<file path="config.mk">
export PLATFORM = sky130hd
export DESIGN_NAME = rotation_matrix_to_quaternion
export DESIGN_NICKNAME = d
export VERILOG_FILES = /design/src/hdl/rmq_pkg.sv /design/src/hdl/rmq_front.sv /design/src/hdl/rmq_cell.sv /design/src/hdl/rmq_back.sv /design/src/hdl/rotation_matrix_to_quaternion.sv
export SDC_FILE = /design/constraint.sdc
export NUM_CORES = 2
export LEC_CHECK = 0
export BUFFER_PORTS_ARGS = -buffer_cell sky130_fd_sc_hd__buf_4
export CAP_MARGIN = 20
export CORE_ASPECT_RATIO = 1.25
export CORE_UTILIZATION = 52
export CTS_BUF_LIST = sky130_fd_sc_hd__clkbuf_8
export DETAILED_ROUTE_END_ITERATION = 8
export PLACE_DENSITY = 0.68
export SLEW_MARGIN = 20
export SYNTH_ARGS = -nofsm -noshare
export SYNTH_HDL_FRONTEND = slang
export SYNTH_SLANG_ARGS = --single-unit
</file>
<file path="constraint.sdc">
create_clock -name clk -period 19.3 [get_ports clk]
set_input_delay 3.86 -clock clk [delete_from_list [all_inputs] [get_ports clk]]
set_output_delay 3.86 -clock clk [all_outputs]
set_load 0.05 [all_outputs]
</file>
<file path="src/hdl/rmq_pkg.sv">
// ----------------------------------------------------------------------------
// rmq_pkg
// types and constants for the rotation matrix to quaternion converter
// ----------------------------------------------------------------------------
`timescale 1ns / 1ps

package rmq_pkg;

    localparam int ELEM_W   = 16;
    localparam int N_ELEM   = 9;
    localparam int MAT_W    = ELEM_W * N_ELEM;
    localparam int TRACE_W  = 19;
    localparam int MAG_W    = 17;
    localparam int GAIN_SH  = 12;
    localparam int RAD_W    = 30;
    localparam int REM_W    = 17;
    localparam int ROOT_W   = 15;
    localparam int N_CELLS  = RAD_W / 2;
    localparam int N_LANES  = 4;
    localparam int N_AXES   = 3;
    localparam int QW_W     = 15;
    localparam int QV_W     = 16;
    localparam int QUAT_W   = 64;
    localparam int Q_ONE    = 16384;

    localparam int LANE_W = 0;
    localparam int LANE_X = 1;
    localparam int LANE_Y = 2;
    localparam int LANE_Z = 3;

    typedef struct packed {
        logic [RAD_W-1:0]  rad;
        logic [REM_W-1:0]  rem;
        logic [ROOT_W-1:0] root;
    } lane_t;

    typedef struct packed {
        lane_t [N_LANES-1:0] lane;
        logic  [N_AXES-1:0]  dzero;
        logic  [N_AXES-1:0]  dneg;
    } pipe_t;

endpackage

</file>
<file path="src/hdl/rmq_front.sv">
// ----------------------------------------------------------------------------
// rmq_front
// trace combinations, clamp and gain, off-diagonal signs, input register
// ----------------------------------------------------------------------------
`timescale 1ns / 1ps

module rmq_front
(
    input  logic                      clk,
    input  logic                      rst_n,
    input  logic                      in_valid,
    output logic                      in_ready,
    input  logic [rmq_pkg::MAT_W-1:0] in_data,
    output logic                      out_valid,
    input  logic                      out_ready,
    output rmq_pkg::pipe_t            out_data
);
    import rmq_pkg::*;

    function automatic logic [RAD_W-1:0] to_rad(input logic signed [TRACE_W-1:0] a);
        logic [RAD_W-1:0] r;
        if (a[TRACE_W-1])
        begin
            r = '0;
        end
        else
        begin
            r = {1'b0, a[MAG_W-1:0], {GAIN_SH{1'b0}}};
        end
        return r;
    endfunction

    logic signed [TRACE_W-1:0] m [N_ELEM];
    logic signed [TRACE_W-1:0] a_w, a_x, a_y, a_z;
    logic signed [TRACE_W-1:0] d [N_AXES];
    logic signed [TRACE_W-1:0] one;
    pipe_t                     data_next;
    pipe_t                     data_reg;
    logic                      valid_next;
    logic                      valid_reg;

    always_comb
    begin
        for (int k = 0; k < N_ELEM; k++)
        begin
            m[k] = TRACE_W'($signed(in_data[k*ELEM_W +: ELEM_W]));
        end
    end

    assign one = TRACE_W'(Q_ONE);
    assign a_w = one + m[0] + m[4] + m[8];
    assign a_x = one + m[0] - m[4] - m[8];
    assign a_y = one - m[0] + m[4] - m[8];
    assign a_z = one - m[0] - m[4] + m[8];

    // x: m21 - m12, y: m02 - m20, z: m10 - m01
    assign d[0] = m[7] - m[5];
    assign d[1] = m[2] - m[6];
    assign d[2] = m[3] - m[1];

    always_comb
    begin
        data_next.lane[LANE_W] = '{rad: to_rad(a_w), rem: '0, root: '0};
        data_next.lane[LANE_X] = '{rad: to_rad(a_x), rem: '0, root: '0};
        data_next.lane[LANE_Y] = '{rad: to_rad(a_y), rem: '0, root: '0};
        data_next.lane[LANE_Z] = '{rad: to_rad(a_z), rem: '0, root: '0};
        for (int k = 0; k < N_AXES; k++)
        begin
            data_next.dzero[k] = (d[k] == '0);
            data_next.dneg[k]  = d[k][TRACE_W-1];
        end
    end

    assign in_ready   = !valid_reg || out_ready;
    assign valid_next = in_ready ? in_valid : valid_reg;

    always_ff @(posedge clk or negedge rst_n)
    begin
        if (!rst_n)
        begin
            valid_reg <= 1'b0;
        end
        else
        begin
            valid_reg <= valid_next;
        end
    end

    always_ff @(posedge clk)
    begin
        if (in_valid && in_ready)
        begin
            data_reg <= data_next;
        end
    end

    assign out_valid = valid_reg;
    assign out_data  = data_reg;

endmodule

</file>
<file path="src/hdl/rmq_cell.sv">
// ----------------------------------------------------------------------------
// rmq_cell
// one square-root cell: settles one root bit in each of the four lanes
// ----------------------------------------------------------------------------
`timescale 1ns / 1ps

module rmq_cell
(
    input  logic           clk,
    input  logic           rst_n,
    input  logic           in_valid,
    output logic           in_ready,
    input  rmq_pkg::pipe_t in_data,
    output logic           out_valid,
    input  logic           out_ready,
    output rmq_pkg::pipe_t out_data
);
    import rmq_pkg::*;

    pipe_t            data_next;
    pipe_t            data_reg;
    logic             valid_next;
    logic             valid_reg;
    logic [REM_W-1:0] rem_sh [N_LANES];
    logic [REM_W-1:0] trial  [N_LANES];
    logic             ge     [N_LANES];

    always_comb
    begin
        data_next = in_data;
        for (int k = 0; k < N_LANES; k++)
        begin
            // bring down the next two radicand bits
            rem_sh[k] = {in_data.lane[k].rem[REM_W-3:0], in_data.lane[k].rad[RAD_W-1 -: 2]};
            trial[k]  = {in_data.lane[k].root, 2'b01};
            ge[k]     = (rem_sh[k] >= trial[k]);
            data_next.lane[k].rad  = {in_data.lane[k].rad[RAD_W-3:0], 2'b00};
            data_next.lane[k].rem  = ge[k] ? (rem_sh[k] - trial[k]) : rem_sh[k];
            data_next.lane[k].root = {in_data.lane[k].root[ROOT_W-2:0], ge[k]};
        end
    end

    assign in_ready   = !valid_reg || out_ready;
    assign valid_next = in_ready ? in_valid : valid_reg;

    always_ff @(posedge clk or negedge rst_n)
    begin
        if (!rst_n)
        begin
            valid_reg <= 1'b0;
        end
        else
        begin
            valid_reg <= valid_next;
        end
    end

    always_ff @(posedge clk)
    begin
        if (in_valid && in_ready)
        begin
            data_reg <= data_next;
        end
    end

    assign out_valid = valid_reg;
    assign out_data  = data_reg;

endmodule

</file>
<file path="src/hdl/rmq_back.sv">
// ----------------------------------------------------------------------------
// rmq_back
// applies the off-diagonal signs and holds the result for the output side
// ----------------------------------------------------------------------------
`timescale 1ns / 1ps

module rmq_back
(
    input  logic                       clk,
    input  logic                       rst_n,
    input  logic                       in_valid,
    output logic                       in_ready,
    input  rmq_pkg::pipe_t             in_data,
    output logic                       out_valid,
    input  logic                       out_ready,
    output logic [rmq_pkg::QUAT_W-1:0] out_data
);
    import rmq_pkg::*;

    logic [QV_W-1:0]   mag [N_AXES];
    logic [QV_W-1:0]   vec [N_AXES];
    logic [QUAT_W-1:0] data_next;
    logic [QUAT_W-1:0] data_reg;
    logic              valid_next;
    logic              valid_reg;

    always_comb
    begin
        for (int k = 0; k < N_AXES; k++)
        begin
            mag[k] = {1'b0, in_data.lane[k+1].root};
            priority if (in_data.dzero[k])
            begin
                vec[k] = '0;
            end
            else if (in_data.dneg[k])
            begin
                vec[k] = -mag[k];
            end
            else
            begin
                vec[k] = mag[k];
            end
        end
        data_next = {1'b0, vec[2], vec[1], vec[0], in_data.lane[LANE_W].root[QW_W-1:0]};
    end

    assign in_ready   = !valid_reg || out_ready;
    assign valid_next = in_ready ? in_valid : valid_reg;

    always_ff @(posedge clk or negedge rst_n)
    begin
        if (!rst_n)
        begin
            valid_reg <= 1'b0;
        end
        else
        begin
            valid_reg <= valid_next;
        end
    end

    always_ff @(posedge clk)
    begin
        if (in_valid && in_ready)
        begin
            data_reg <= data_next;
        end
    end

    assign out_valid = valid_reg;
    assign out_data  = data_reg;

endmodule

</file>
<file path="src/hdl/rotation_matrix_to_quaternion.sv">
// ----------------------------------------------------------------------------
// rotation_matrix_to_quaternion
// 3x3 rotation matrix in Q2.14 to quaternion (w, x, y, z), w in unsigned Q1.14, x, y, z in Q2.14
// ----------------------------------------------------------------------------
// Takes one matrix request per cycle and returns one quaternion per cycle while
// the output side does not stall. The path is the square-root chain: a front
// register forms the four trace combinations, 15 identical cells each settle
// one root bit for all four components, and an output register applies the
// signs of the off-diagonal differences. Every stage has its own valid flag
// and takes new data as soon as its neighbor moves on, so bubbles close up and
// a stall on the output side backs up stage by stage.
`timescale 1ns / 1ps

module rotation_matrix_to_quaternion
(
    input  logic                       clk,
    input  logic                       rst_n,
    input  logic                       s_axis_tvalid,
    output logic                       s_axis_tready,
    // m00, m01, m02, m10, m11, m12, m20, m21, m22, 16 bits each
    input  logic [rmq_pkg::MAT_W-1:0]  s_axis_tdata,
    output logic                       m_axis_tvalid,
    input  logic                       m_axis_tready,
    // quat_w[14:0], quat_x[30:15], quat_y[46:31], quat_z[62:47], zero[63]
    output logic [rmq_pkg::QUAT_W-1:0] m_axis_tdata
);
    import rmq_pkg::*;

    pipe_t stage_data  [N_CELLS+1];
    logic  stage_valid [N_CELLS+1];
    logic  stage_ready [N_CELLS+1];

    rmq_front u_front
    (
        .clk       (clk),
        .rst_n     (rst_n),
        .in_valid  (s_axis_tvalid),
        .in_ready  (s_axis_tready),
        .in_data   (s_axis_tdata),
        .out_valid (stage_valid[0]),
        .out_ready (stage_ready[0]),
        .out_data  (stage_data[0])
    );

    for (genvar i = 0; i < N_CELLS; i++)
    begin : g_cell
        rmq_cell u_cell
        (
            .clk       (clk),
            .rst_n     (rst_n),
            .in_valid  (stage_valid[i]),
            .in_ready  (stage_ready[i]),
            .in_data   (stage_data[i]),
            .out_valid (stage_valid[i+1]),
            .out_ready (stage_ready[i+1]),
            .out_data  (stage_data[i+1])
        );
    end

    rmq_back u_back
    (
        .clk       (clk),
        .rst_n     (rst_n),
        .in_valid  (stage_valid[N_CELLS]),
        .in_ready  (stage_ready[N_CELLS]),
        .in_data   (stage_data[N_CELLS]),
        .out_valid (m_axis_tvalid),
        .out_ready (m_axis_tready),
        .out_data  (m_axis_tdata)
    );

endmodule

</file>
==> impl_metrics.json <==
{
  "worst-endpoint-arrival_ps": 6330,
  "groute.usage.overall": 0.172,
  "clkLatencyLatePin_ps": 990,
  "ctsResizeCount": 0,
  "drt.antenna.violating_nets": 0,
  "ys_seq_area_frac": 0.578,
  "htreeDepth": 5,
  "chipWidth_um": 377,
  "crit_fanout": 5,
  "cells_along_the_critical_path": "buf_4, nand4b_1, nor2_1, nand2_1, nor3_1, buf_4, and3_1, nand4_1, buf_4",
  "max-slew-margin-rel": 0.320,
  "number_of_design_rule_violations_left_after_detail_routing": 0,
  "cellLeakagePower_nw": 40.5,
  "final-setup-viol-count": 0,
  "launching_element_type_of_the_critical_path": "input pin",
  "largest_vdd_supply_drop_mv": 0.0790,
  "post_drt_wl_per_cell_um": 14.5,
  "clkSlewWorstSetupHoldPaths_ps": 60,
  "area.growth.synth_to_final_pct": 10.6,
  "ys_types": 89,
  "cts.hold.buffers_added": 0,
  "antenna_found_initial": 1,
  "synth_largest_type_area_fraction": 0.573,
  "floorplan.io_pins": 214,
  "final-max-slew-violation-count": 0,
  "cp.required_ps": 15440,
  "timing.hold.worst.class": "reg2reg",
  "core_um2": 174000,
  "cts_setup_buffers": 0,
  "drive_above_1_share": 0.103,
  "first_global_vias": 56500,
  "final_nets": 8786,
  "n_fill_cell": 13900,
  "finalWeightedCongestion": 0.908,
  "starting_density_of_the_core": 0.525,
  "gate_count_after_technology_mapping": 7487,
  "area_of_the_multi_input_gates_um2": 35400,
  "hpwlAfterDp_um": 116000,
  "ys_top_cells_by_area": "sky130_fd_sc_hd__edfxtp_1 (57%), sky130_fd_sc_hd__ha_1 (9.2%), sky130_fd_sc_hd__xnor2_1 (3.5%)",
  "postSynth.topFlopCell": "sky130_fd_sc_hd__edfxtp_1",
  "ctsRootBufferMaster": "sky130_fd_sc_hd__clkbuf_8",
  "critPathMaxStageDelay_ps": 620,
  "drt_iter0_markers": 2371,
  "clock_skew_ps": 60.1,
  "edff_count_synth": 1743,
  "crit_slowest_cell": "sky130_fd_sc_hd__nor2_1",
  "pin_count_of_the_biggest_net_entering_global_routing": 94,
  "asyncSetResetFlopFracSynth": 0.00966,
  "min_period_over_period": 0.528,
  "cts_made_buffers": 281,
  "portBuffers": 212,
  "status": "finished, final reports clean",
  "cp_num_buf_inv": 3,
  "layout.area.seq_um2": 52800,
  "crit_type": "in2out",
  "path_common_cell": "sky130_fd_sc_hd__buf_4",
  "clock_path_buffers": 4,
  "drt_pass1_iterations": 7,
  "cap_violations": 0,
  "final_total_pwr_mw": 12.2,
  "crit_path_end_kind": "output pin",
  "cts.sink_count": 1760,
  "fin_setup_tns_ps": 0,
  "detailroute.via_count": 55300,
  "die_height_um": 470,
  "wl_um": 152000,
  "global_route.overflow_total": 0,
  "synth_area_um2": 91300,
  "post_synthesis_cell_type_with_the_largest_combined_area": "sky130_fd_sc_hd__edfxtp_1",
  "power-per-cell-area_nw_per_um2": 121,
  "timing.final.hold_violations": 0,
  "fin_crit_ps": 10190,
  "worst-slew-pin-transition_ps": 1010,
  "cp_top_family": "simple AND/OR/NAND/NOR gates",
  "synth.ff_latch_count": 1760,
  "setup_repair_after_global_routing_missed_its_margin": "no",
  "max_freq_ghz": 0.0981,
  "grt_first_pass_wirelength_um": 255000,
  "cts_tree": "built",
  "drt-vias-per-instance": 5.29,
  "std_cell_rows": 171,
  "die_area_um2": 177000,
  "yosys_warnings": 0,
  "postSynthAreaPerCell_um2": 12.2
}
## registers in the layout, indices dropped and copies added, names as in the netlist
| register | flops |
|---|---|
| g_cell.u_cell.out_data | 1606 |
| u_front.out_valid | 1 |
| g_cell.u_cell.out_valid | 15 |
| u_back.out_data | 63 |
| u_front.out_data | 74 |
| u_back.out_valid | 1 |
## final timing paths
| check | from | end | slack, ps | depth (start not counted) |
|---|---|---|---|---|
| max | m_axis_tready | s_axis_tready | 9110 | 9 |
| min | g_cell[3].u_cell.out_data[189]$_DFFE_PP_ | g_cell[4].u_cell.out_data[191]$_DFFE_PP_ | 390 | 0 |
| max reg2reg | g_cell[14].u_cell.out_valid$_DFFE_PN0P_ | g_cell[1].u_cell.out_data[56]$_DFFE_PP_ | 15410 | 9 |
| min reg2reg | g_cell[3].u_cell.out_data[189]$_DFFE_PP_ | g_cell[4].u_cell.out_data[191]$_DFFE_PP_ | 390 | 0 |
| max in group asynchronous | rst_n | g_cell[2].u_cell.out_valid$_DFFE_PN0P_ | 16210 | 1 |
| min in group asynchronous | rst_n | g_cell[11].u_cell.out_valid$_DFFE_PN0P_ | 2790 | 1 |
## synthesized netlist by cell type, drive strengths merged (22+ instances only)
library cell	n
nand2b	102
edfxtp	1743
fa	48
ha	671
xnor2	366
o21ai	329
o211ai	31
a211oi	38
clkbuf	88
or4	23
nor3b	25
inv	764
o41ai	23
and3	24
o21bai	51
nand3b	36
mux2i	26
nor2b	122
a31oi	39
nand2	338
nor2	620
and2	30
nor4	76
nor3	209
or2	42
nand3	115
or3	51
nand4	50
o31ai	40
a21o	121
a21oi	453
o21a	140
mux2	144
a2111oi	22
xor2	267
## logic make-up after synthesis
logic type	share of synthesized area
muxes	0.0206
buffers and inverters	0.0357
AOI/OAI and AO/OA	0.0994
DFF	0.578
adders and majority gates	0.102
xor gates and xnor gates	0.0607
and+or+nand+nor	0.103
other	0.0000411
## final cells by class
type | count | share of cell area
diodes | 1 | 0.0000248
clock buffers | 296 | 0.0403
clock inverters | 184 | 0.0111
inverters | 764 | 0.0284
multi-input cells | 4868 | 0.350
flip-flops and latches | 1760 | 0.522
well taps | 2335 | 0.0289
repair buffers | 244 | 0.0184
## layer usage
layer | part of all wire | vias up | GRT usage
met4 | 0.030 | 0 | 0.0670
met1 | 0.39 | 25900 | 0.179
met5 | 0 | - | 0
li1 | - | 28100 | -
met3 | 0.035 | 347 | 0.0288
met2 | 0.55 | 956 | 0.335
## cell usage in the layout (no fill, tap or decap), types with 26 or more instances in the layout
| cell | instances |
|---|---|
| sky130_fd_sc_hd__o211ai_1 | 31 |
| sky130_fd_sc_hd__clkbuf_8 | 296 |
| sky130_fd_sc_hd__clkinv_2 | 42 |
| sky130_fd_sc_hd__nand3b_1 | 36 |
| sky130_fd_sc_hd__a21oi_1 | 452 |
| sky130_fd_sc_hd__nand2_1 | 338 |
| sky130_fd_sc_hd__nand3_1 | 115 |
| sky130_fd_sc_hd__or3_1 | 51 |
| sky130_fd_sc_hd__or2_2 | 40 |
| sky130_fd_sc_hd__xnor2_1 | 366 |
| sky130_fd_sc_hd__fa_1 | 48 |
| sky130_fd_sc_hd__o21ai_0 | 320 |
| sky130_fd_sc_hd__nor3_1 | 209 |
| sky130_fd_sc_hd__mux2i_1 | 26 |
| sky130_fd_sc_hd__nor2b_1 | 116 |
| sky130_fd_sc_hd__o31ai_1 | 39 |
| sky130_fd_sc_hd__inv_1 | 839 |
| sky130_fd_sc_hd__nand2b_1 | 102 |
| sky130_fd_sc_hd__clkinv_1 | 44 |
| sky130_fd_sc_hd__mux2_2 | 135 |
| sky130_fd_sc_hd__a31oi_1 | 39 |
| sky130_fd_sc_hd__o21bai_1 | 51 |
| sky130_fd_sc_hd__o21a_1 | 140 |
| sky130_fd_sc_hd__a21o_1 | 121 |
| sky130_fd_sc_hd__ha_1 | 671 |
| sky130_fd_sc_hd__nor4_1 | 76 |
| sky130_fd_sc_hd__nor2_1 | 620 |
| sky130_fd_sc_hd__edfxtp_1 | 1743 |
| sky130_fd_sc_hd__a211oi_1 | 36 |
| sky130_fd_sc_hd__nand4_1 | 50 |
| sky130_fd_sc_hd__xor2_1 | 267 |
| sky130_fd_sc_hd__buf_4 | 242 |
## through the flow
step / instance area, µm² / setup slack [ps] / hold slack, ps / util / std cells
2_1_floorplan: 91300 / 8480 / 400 / - / 7491
3_3_place_gp: 95800 / 9140 / 400 / 0.550 / 9970
3_5_place_dp: 95800 / 9170 / 405 / 0.550 / 9970
4_1_cts: 101000 / 9150 / 388 / 0.580 / 10500
5_1_grt: 101000 / 8970 / 403 / 0.581 / 10500
6_report: 101000 / 9110 / 388 / 0.581 / 10500
## power by group
| group | switching [mW] | internal, mW |
|---|---|---|
| sequential | 0.399 | 5.35 |
| clock | 1.35 | 1.59 |
| combinational | 1.98 | 1.58 |
Power figures use the tool's default switching activity.
